File: config.mk
export PLATFORM = sky130hd
export DESIGN_NAME = rm_utilization_bound_check_unit
export DESIGN_NICKNAME = d
export VERILOG_FILES = /design/src/rtl/rubc_pkg.sv /design/src/rtl/rubc_div.sv /design/src/rtl/rm_utilization_bound_check_unit.sv
export SDC_FILE = /design/constraint.sdc
export NUM_CORES = 1
export LEC_CHECK = 0
export BUFFER_PORTS_ARGS = -buffer_cell sky130_fd_sc_hd__buf_2
export CAP_MARGIN = 25
export CORE_MARGIN = 2
export CORE_UTILIZATION = 40
export CTS_CLUSTER_DIAMETER = 40
export DETAILED_ROUTE_END_ITERATION = 8
export HOLD_SLACK_MARGIN = 0.03
export PLACE_DENSITY = 0.64
export REMOVE_ABC_BUFFERS = 1
export SLEW_MARGIN = 20
export SYNTH_ARGS = -nofsm -noshare
export SYNTH_HDL_FRONTEND = slang
export SYNTH_HIERARCHICAL = 1
export SYNTH_SLANG_ARGS = --single-unit
export TNS_END_PERCENT = 100
File: constraint.sdc
create_clock -name i_clk -period 3.56 [get_ports i_clk]
set_clock_uncertainty 0.15 [all_clocks]
set_input_delay 0 -clock i_clk [delete_from_list [all_inputs] [get_ports i_clk]]
set_output_delay 0 -clock i_clk [all_outputs]
set_load 0.01 [all_outputs]
File: src/rtl/rubc_pkg.sv
// rubc_pkg: shared types and constants for the utilization bound check unit
// holds the status codes, the sequencer states and the bound rom
// no dependencies
package rubc_pkg;

    localparam int SUM_W     = 24;  // utilization sum width
    localparam int CNT_W     = 6;   // task counter width
    localparam int BOUND_W   = 17;  // reported bound width
    localparam int BND_EXT_W = 25;  // bound width after scaling up to 24 fraction bits
    localparam int TICK_W    = 16;  // wcet and period width
    localparam int QUO_MAX_W = 40;  // widest quotient the divider can produce

    typedef enum logic [1:0] {
        ST_OK          = 2'd0,
        ST_ZERO_PERIOD = 2'd1,
        ST_TOO_MANY    = 2'd2
    } t_status;

    typedef enum logic [1:0] {
        S_IDLE,
        S_DIV,
        S_ACC,
        S_VERDICT
    } t_state;

    // n(2^(1/n)-1) in q.16, rounded to nearest, entry 0 unused
    localparam logic [BOUND_W-1:0] LL_BOUND_ROM [64] = '{
        17'd0,     17'd65536, 17'd54292, 17'd51103, 17'd49600, 17'd48725, 17'd48154, 17'd47751,
        17'd47452, 17'd47221, 17'd47037, 17'd46888, 17'd46764, 17'd46659, 17'd46569, 17'd46492,
        17'd46424, 17'd46365, 17'd46312, 17'd46265, 17'd46222, 17'd46184, 17'd46149, 17'd46118,
        17'd46088, 17'd46062, 17'd46037, 17'd46014, 17'd45993, 17'd45973, 17'd45955, 17'd45938,
        17'd45922, 17'd45907, 17'd45892, 17'd45879, 17'd45866, 17'd45854, 17'd45843, 17'd45832,
        17'd45822, 17'd45812, 17'd45803, 17'd45794, 17'd45786, 17'd45778, 17'd45770, 17'd45763,
        17'd45756, 17'd45749, 17'd45742, 17'd45736, 17'd45730, 17'd45724, 17'd45719, 17'd45714,
        17'd45708, 17'd45703, 17'd45699, 17'd45694, 17'd45689, 17'd45685, 17'd45681, 17'd45677
    };

endpackage

File: src/rtl/rubc_div.sv
// rubc_div: restoring unsigned divider, one quotient bit per cycle
// divides a DW-bit dividend by a 16-bit nonzero divisor
// depends on rubc_pkg
module rubc_div
    import rubc_pkg::*;
#(
    parameter int DW = 32
) (
    input  logic              i_clk,
    input  logic              i_rst_n,
    input  logic              i_start,
    input  logic [DW-1:0]     i_dividend,
    input  logic [TICK_W-1:0] i_divisor,
    output logic              o_done,
    output logic [DW-1:0]     o_quotient
);

    localparam int CW = $clog2(DW + 1);

    logic [CW-1:0]     r_cnt;
    logic [DW-1:0]     r_quo;
    logic [TICK_W:0]   r_rem;
    logic [TICK_W-1:0] r_div;

    logic [TICK_W:0]   rem_sh;
    logic              ge;

    // shift in the next dividend bit and try a subtract
    assign rem_sh = {r_rem[TICK_W-1:0], r_quo[DW-1]};
    assign ge     = (rem_sh >= {1'b0, r_div});

    assign o_done     = (r_cnt == CW'(1));
    assign o_quotient = r_quo;

    always_ff @(posedge i_clk) begin
        if (!i_rst_n) begin
            r_cnt <= '0;
        end else if (i_start) begin
            r_cnt <= CW'(DW);
        end else if (r_cnt != '0) begin
            r_cnt <= r_cnt - CW'(1);
        end
    end

    always_ff @(posedge i_clk) begin
        if (i_start) begin
            r_quo <= i_dividend;
            r_rem <= '0;
            r_div <= i_divisor;
        end else if (r_cnt != '0) begin
            r_quo <= {r_quo[DW-2:0], ge};
            r_rem <= ge ? (rem_sh - {1'b0, r_div}) : rem_sh;
        end
    end

endmodule

File: src/rtl/rm_utilization_bound_check_unit.sv
// rm_utilization_bound_check_unit: rate-monotonic admission test top level
// sequencer, utilization accumulator and verdict register around rubc_div
// depends on rubc_pkg and rubc_div
//
// Each task beat (wcet, period, last flag) adds floor(wcet * 2^FRACTION_BITS / period) to a
// saturating 24-bit utilization sum and bumps the task count. The share comes out of one
// restoring divider that produces a quotient bit per cycle. A task with a nonzero period
// passes S_DIV and then S_ACC, a zero-period task goes straight to S_ACC, and a last task
// then moves to S_VERDICT to load the verdict and waits there while the previous verdict
// still waits on the output. The input is not ready until the sequencer is back in S_IDLE.
// The verdict compares the sum against n(2^(1/n)-1) from a 64-entry rom, then the sum,
// count and status clear for the next set. A zero period or a task beyond MAX_TASKS sets
// an error status (first one sticks) and forces unschedulable.
// The verdict sits in an output register, so the next set can start while it waits.
module rm_utilization_bound_check_unit
    import rubc_pkg::*;
#(
    parameter int MAX_TASKS     = 32,
    parameter int FRACTION_BITS = 16
) (
    input  logic               i_clk,
    input  logic               i_rst_n,
    input  logic               i_valid,
    output logic               o_ready,
    input  logic [TICK_W-1:0]  i_task_wcet,
    input  logic [TICK_W-1:0]  i_task_period,
    input  logic               i_last_task,
    output logic               o_valid,
    input  logic               i_ready,
    output logic               o_schedulable,
    output logic [SUM_W-1:0]   o_utilization_q16,
    output logic [BOUND_W-1:0] o_bound_q16,
    output logic [CNT_W-1:0]   o_task_count,
    output logic [1:0]         o_status
);

    localparam int DW   = TICK_W + FRACTION_BITS;
    localparam int UP   = (FRACTION_BITS >= 16) ? (FRACTION_BITS - 16) : 0;
    localparam int DOWN = (FRACTION_BITS < 16) ? (16 - FRACTION_BITS) : 0;

    t_state r_state, n_state;

    logic [SUM_W-1:0] r_sum, n_sum;
    logic [CNT_W-1:0] r_count, n_count;
    t_status          r_err, n_err;
    logic             r_zero;
    logic             r_last;

    logic               r_out_valid;
    logic               r_out_sched;
    logic [SUM_W-1:0]   r_out_sum;
    logic [BOUND_W-1:0] r_out_bound;
    logic [CNT_W-1:0]   r_out_count;
    t_status            r_out_status;

    logic                 accept;
    logic                 div_start;
    logic                 div_done;
    logic [DW-1:0]        div_quo;
    logic [QUO_MAX_W-1:0] quo_ext;
    logic [SUM_W:0]       sum_add;
    logic [BND_EXT_W-1:0] bound;
    logic                 sched;
    logic                 out_free;
    logic                 load_out;

    assign o_ready   = (r_state == S_IDLE);
    assign accept    = i_valid && o_ready;
    assign div_start = accept && (i_task_period != '0);
    assign out_free  = !r_out_valid || i_ready;

    rubc_div #(
        .DW (DW)
    ) u_div (
        .i_clk      (i_clk),
        .i_rst_n    (i_rst_n),
        .i_start    (div_start),
        .i_dividend ({i_task_wcet, {FRACTION_BITS{1'b0}}}),
        .i_divisor  (i_task_period),
        .o_done     (div_done),
        .o_quotient (div_quo)
    );

    // saturating add of the share
    assign quo_ext = QUO_MAX_W'(div_quo);
    assign sum_add = {1'b0, r_sum} + {1'b0, quo_ext[SUM_W-1:0]};

    assign bound = (BND_EXT_W'(LL_BOUND_ROM[r_count]) << UP) >> DOWN;
    assign sched = (r_err == ST_OK) && (BND_EXT_W'(r_sum) <= bound);

    always_comb begin
        n_state  = r_state;
        n_sum    = r_sum;
        n_count  = r_count;
        n_err    = r_err;
        load_out = 1'b0;
        case (r_state)
            S_IDLE: begin
                if (accept) begin
                    n_state = (i_task_period != '0) ? S_DIV : S_ACC;
                end
            end
            S_DIV: begin
                if (div_done) begin
                    n_state = S_ACC;
                end
            end
            S_ACC: begin
                if (r_zero) begin
                    if (n_err == ST_OK) begin
                        n_err = ST_ZERO_PERIOD;
                    end
                end else if (sum_add[SUM_W] || (quo_ext[QUO_MAX_W-1:SUM_W] != '0)) begin
                    n_sum = '1;
                end else begin
                    n_sum = sum_add[SUM_W-1:0];
                end
                if (r_count >= CNT_W'(MAX_TASKS)) begin
                    n_count = CNT_W'(MAX_TASKS);
                    if (n_err == ST_OK) begin
                        n_err = ST_TOO_MANY;
                    end
                end else begin
                    n_count = r_count + CNT_W'(1);
                end
                n_state = r_last ? S_VERDICT : S_IDLE;
            end
            S_VERDICT: begin
                if (out_free) begin
                    load_out = 1'b1;
                    n_sum    = '0;
                    n_count  = '0;
                    n_err    = ST_OK;
                    n_state  = S_IDLE;
                end
            end
            default: begin
                n_state = S_IDLE;
            end
        endcase
    end

    always_ff @(posedge i_clk) begin
        if (!i_rst_n) begin
            r_state <= S_IDLE;
            r_sum   <= '0;
            r_count <= '0;
            r_err   <= ST_OK;
        end else begin
            r_state <= n_state;
            r_sum   <= n_sum;
            r_count <= n_count;
            r_err   <= n_err;
        end
    end

    always_ff @(posedge i_clk) begin
        if (accept) begin
            r_zero <= (i_task_period == '0);
            r_last <= i_last_task;
        end
    end

    always_ff @(posedge i_clk) begin
        if (!i_rst_n) begin
            r_out_valid <= 1'b0;
        end else if (load_out) begin
            r_out_valid <= 1'b1;
        end else if (i_ready) begin
            r_out_valid <= 1'b0;
        end
    end

    always_ff @(posedge i_clk) begin
        if (load_out) begin
            r_out_sched  <= sched;
            r_out_sum    <= r_sum;
            r_out_bound  <= bound[BOUND_W-1:0];
            r_out_count  <= r_count;
            r_out_status <= r_err;
        end
    end

    assign o_valid           = r_out_valid;
    assign o_schedulable     = r_out_sched;
    assign o_utilization_q16 = r_out_sum;
    assign o_bound_q16       = r_out_bound;
    assign o_task_count      = r_out_count;
    assign o_status          = r_out_status;

endmodule

; ---- After elaboration in Yosys (flattened, before gate mapping)
; Memories as Yosys holds them, arrays and structs flattened.
; Cells that the tools add are included.
; W data, S select, Z words.
[classes]
mux = 30
eq_ne = 8
n_shift = 0
bitwise_logic = 2
n_lt_le_gt_ge = 4
div = 0
add_sub_neg = 4
mul = 0
reduce_logical = 20
[ops]
columns = op, n
row1 = $mux W24, 3
row2 = $mux W32, 2
row3 = $pmux W24 S2, 1
row4 = $mux W17, 2
row5 = $reduce_bool A16 Y1, 2
row6 = $add A24 B24 Y25, 1
row7 = $le A24 B17 Y1, 1
row8 = $mux W6, 4
row9 = $mux W2, 10
row10 = $ge A17 B16 Y1, 1
row11 = $logic_not A16 Y1, 1
row12 = $mux W16, 1
row13 = $sub A16 B16 Y16, 1
row14 = $pmux W6 S2, 1
row15 = $pmux W2 S4, 1
row16 = $ge A7 B7 Y1 const B, 1
row17 = $not A6 Y7, 1
row18 = $add A6 B1 Y6 const B, 1
row19 = $eq A6 B1 Y1 const B, 1
row20 = $ge A6 B6 Y1 const B, 1
row21 = $logic_not A2 Y1, 3
row22 = $ne A2 B2 Y1 const B, 3
row23 = $reduce_and A3 Y1, 2
row24 = $reduce_bool A2 Y1, 3
row25 = 13 further kinds, 20
[word_totals]
reg_bits = 157
latchBits = 0
inputBits = 37
ramBits = 0
romBits = 1088
word_cells = 87
out_inout_bits = 52
mem_count = 1
[mem_list]
columns = name, depth, width, read_ports, rd_clocked_by_memory_dff, wr, line_no
row1 = (name not given), 64, 17, 1, 0, 0, rm_utilization_bound_check_unit.sv:88  ; assign bound = (BND_EXT_W'(LL_BOUND_ROM[r_count]) << UP) >> DOWN;

; ---- Depth between registers and ports, before layout
[depth]
word_depth = 8
ltp_mapped = 18
mapped_depth_nobuf = 17

; ---- Hierarchy
; Netlist, hierarchy kept.
[by_module_without_submodules]
columns = mod, seq_area_each_um2, area_per_inst_um2, n_inst, cells_each
row1 = rm_utilization_bound_check_unit, 2262.2, 5893.2, 1, 676
row2 = rubc_div, 1881.8, 3831.2, 1, 332

; ---- Worst setup path before layout
; OpenSTA, ideal clock, no wires.
[synth_path]
path_type = register to register
from = register r_count[1]
to = register r_out_sched (netlist: o_schedulable), data pin
t_required_ns = 3.258
setup_ns = 0.152
t_arrival_ns = 3.282
period_less_slack_ns = 3.584
path_stages_with_launch = 19
n_path_buf = 2
slack_ns = -0.024
cell_sequence = dfxtp_1 -> clkbuf_1 -> inv_1 -> ha_1 -> clkbuf_1 -> o21ai_0 -> nand2_1 -> o21ai_0 -> a21oi_1 -> o21ai_0 -> inv_1 -> ha_1 -> nor2b_1 -> o21ai_0 -> nand2b_1 -> a2111oi_0 -> o31a_1 -> o21ai_0 -> o21ai_0
[synth_via]
elab_chain_cells = 6
[synth_lines]
columns = item, line_no
row1 = start: declaration, rm_utilization_bound_check_unit.sv:44  ; logic [CNT_W-1:0] r_count, n_count;
row2 = start signal: assignment, rm_utilization_bound_check_unit.sv:152  ; r_count <= n_count;
row3 = $not A6 Y7 (not written as such), rm_utilization_bound_check_unit.sv:88
row4 = $mem_v2 Z64 W17, -
row5 = $mux W17 (not written as such) (2 in series), rm_utilization_bound_check_unit.sv:88
row6 = net bound[1], rm_utilization_bound_check_unit.sv:62  ; logic [BND_EXT_W-1:0] bound;
row7 = $le A24 B17 Y1, rm_utilization_bound_check_unit.sv:89  ; assign sched = (r_err == ST_OK) && (BND_EXT_W'(r_sum) <= bound);
row8 = $logic_and A1 B1 Y1, rm_utilization_bound_check_unit.sv:89
row9 = net sched, rm_utilization_bound_check_unit.sv:63  ; logic sched;
row10 = end signal: assignment, rm_utilization_bound_check_unit.sv:176  ; r_out_sched <= sched;
row11 = end: declaration, rm_utilization_bound_check_unit.sv:50  ; logic r_out_sched;
; The timed path passes the listed nets, and every way through them passes these cells. The select of a mux whose other input is x is not followed.
; A chain may end at the register's enable or synchronous reset.

; ---- Final worst setup path
[layout_path]
from = register r_count[0]
to = register r_out_sched (netlist: o_schedulable), data pin
; Same word-level chain as after synthesis.

==> reports/metrics.yaml <==
finish:
  area_growth_pct: 20.5
  layout.nets: 1269
  diodes: 0
  fin_util_pct: 48.6
  final_area_mm2: 0.0117
  drive_above_1_share_pct: 18.0
  final_cells: 1496
logic_synthesis:
  async_reset_ff_share_pct: 0
  yosysTopAreaCellShare_pct: 30.9
  synth_edf_count: 100
  synth_cell_type_count: 84
  ys_warn_count: 6
  synthFlopType: "edfxtp_1"
  synth_seq_area_share_pct: 42.6
  synth_largest_area_cell: "edfxtp_1"
  netlist_top_cells_count: "edfxtp_1, nand2_1, ha_1, nor2_1"
  synth_area_leaders: "edfxtp_1, dfxtp_1, ha_1, mux2_2, nand2_1"
  syn_area_per_cell_um2: 9.65
  ys_ff_latch: 157
  netlist_instances: 1008
  synth.most_common_cell: "edfxtp_1"
  syn_area_mm2: 0.00972
clock_network:
  clk_latency_ns: 0.43
  cts_buffers: 17
  cts_root_buf: "clkbuf_16"
  htreeDepth: 4
  clockBufferDepth: 2
  cts_tree: "built"
  path_clk_slew_ns: 0.06
  cts_sinks: 157
critical_path:
  rrSetupSlack_ns: 0.27
  crit_arrival_ns: 3.42
  cp-end-kind: "register"
  critical_path_required_ns: 3.68
  cp-startpoint: "r_count[0]"
  cp-start-kind: "register"
  reg2reg_from: "r_count[0]"
  path_max_fanout: 11
  critPathKind: "reg -> reg"
die:
  die_area_mm2: 0.0256
  io_pins: 89
  start_util_pct: 40.3
  die_x_um: 160
  die_h_um: 160
  rows: 57
  core_mm2: 0.0241
routing:
  first_iter_violations: 552
  wl_per_cell_um: 17.0
  drt-total-wl_mm: 25.5
  drc: 0
  ant_nets: 0
  avgViaCountPerCell: 5.43
  firstDrtPassIters: 5
  vias: 8119
min_path:
  min_from: "i_task_period[11]"
  holdCritPathClass: "in -> reg"
place:
  dp_cells: 1426
  placed_cell_area_mm2: 0.0107
  port_buffers: 88
  gp_congestion: 0.897
  dp_hpwl_mm: 18.3
global_route:
  grt_usage_pct: 20.0
  first_global_vias: 7718
  grt_pass1_wl_mm: 41.1
  grt_max_degree: 52
  antenna_found_initial: 0
  grt.overflow.total: 0
power_and_ir_drop:
  finalPower_mw: 7.29
  p_leak_nw: 4.96
  peakVddDrop_mv: 0.260
  powerDensity_mw_per_mm2: 622
sta:
  timing.fmax_mhz: 304
  slew_viol_final: 0
  slew_headroom_pct: 45.9
  setup_violations: 0
  rsz0062_at_grt: "false"
  whs_ns: 0.150
  hold_viol: 0
  fin_crit_sh_pct: 92.5
  period_needed_ns: 3.29
  worstMarginPinSlew_ns: 0.792
flow_run:
  drv_cap: 0
status:
  status: "finished, final reports clean"
[timing repair]
action | CTS | global route
hold buffers | 37 | 0
setup buffers | 0 | 1
endpoints found under the setup margin | 0 | 1
hold endpoints to repair | 66 | 0
resized for setup | 0 | 6
[kinds of logic after synthesis]
family / Yosys count / share of synthesized area, %
other: 1 / 0.0386
AND/OR/NAND/NOR: 316 / 16.0
multiplexers: 47 / 5.28
flip-flops: 157 / 42.6
XOR/XNOR: 31 / 2.79
buffers and inverters: 106 / 4.50
adder cells (fa/ha/maj): 73 / 9.55
AO/OA/AOI/OAI: 277 / 19.2
[placed cells by master (no fill, tap or decap), types with 37 or more instances in the layout]
cell type / n
a21oi_1: 61
buf_2: 88
buf_4: 38
dfxtp_1: 57
dlygate4sd3_1: 37
edfxtp_1: 100
ha_1: 70
inv_1: 56
nand2_1: 97
nor2_1: 65
o21ai_0: 61
[layer usage]
metal  GRT usage (%)  vias to the layer above  part of all wire, %
met1            27.9                     3896                   48
met2            31.9                      174                   46
li1                -                     4019                    -
met5               0                        -                    0
met3            3.35                       30                  4.2
met4            6.47                        0                  1.9
[state kept, by name, indices dropped and copies added, names as in the netlist]
name and count:
o_bound_q16 17, o_schedulable 1, o_status 2, o_task_count 6, o_utilization_q16 24, o_valid 1
r_count 6, r_err 2, r_last 1, r_state 2, r_sum 24, r_zero 1
u_div/o_quotient 32, u_div/r_cnt 6, u_div/r_div 16, u_div/r_rem 16
[final cells by class]
class                      instances  area, um^2
fill                            2312       12400
multi-input combinational        760        5230
sequential                       157        4140
timing repair buffer             164        1120
clock buffer                      20         437
tap                              324         405
inverter                          59         221
clock inverter                    12         170
[worst max-delay path, cell delays in order (launching register included)]
cell and delay, ns:
dfxtp_1 0.39, inv_1 0.08, ha_1 0.29, buf_4 0.21
inv_1 0.07, a221oi_1 0.32, a211oi_1 0.08, a21oi_1 0.26
ha_1 0.21, nor2b_1 0.04, o21ai_0 0.14, nand2b_1 0.11
a2111oi_4 0.34, o31a_1 0.19, o21ai_0 0.08, o21ai_0 0.16
[path summary, 6_finish.rpt]
kind,to,cells past startpoint
setup reg to reg,o_schedulable,15
hold / removal,u_div/r_div[11],2
hold reg to reg,u_div/r_rem[13],2
setup / recovery,o_schedulable,15
[through the flow]
step / setup slack (ns) / TNS (ns)
detailed placement: 0.232 / 0
global placement: 0.284 / 0
finish: 0.268 / 0
floorplan: -0.203 / -6.66
CTS: 0.200 / 0
global route: 0.00384 / 0
[power by group]
group	leakage [nW]	switching, mW	internal [mW]
Combinational	3.23	1.55	1.12
Sequential	1.43	0.254	2.42
Clock	0.296	0.770	1.17
Total	4.96	2.58	4.71
(Power assumes the default switching activity.)
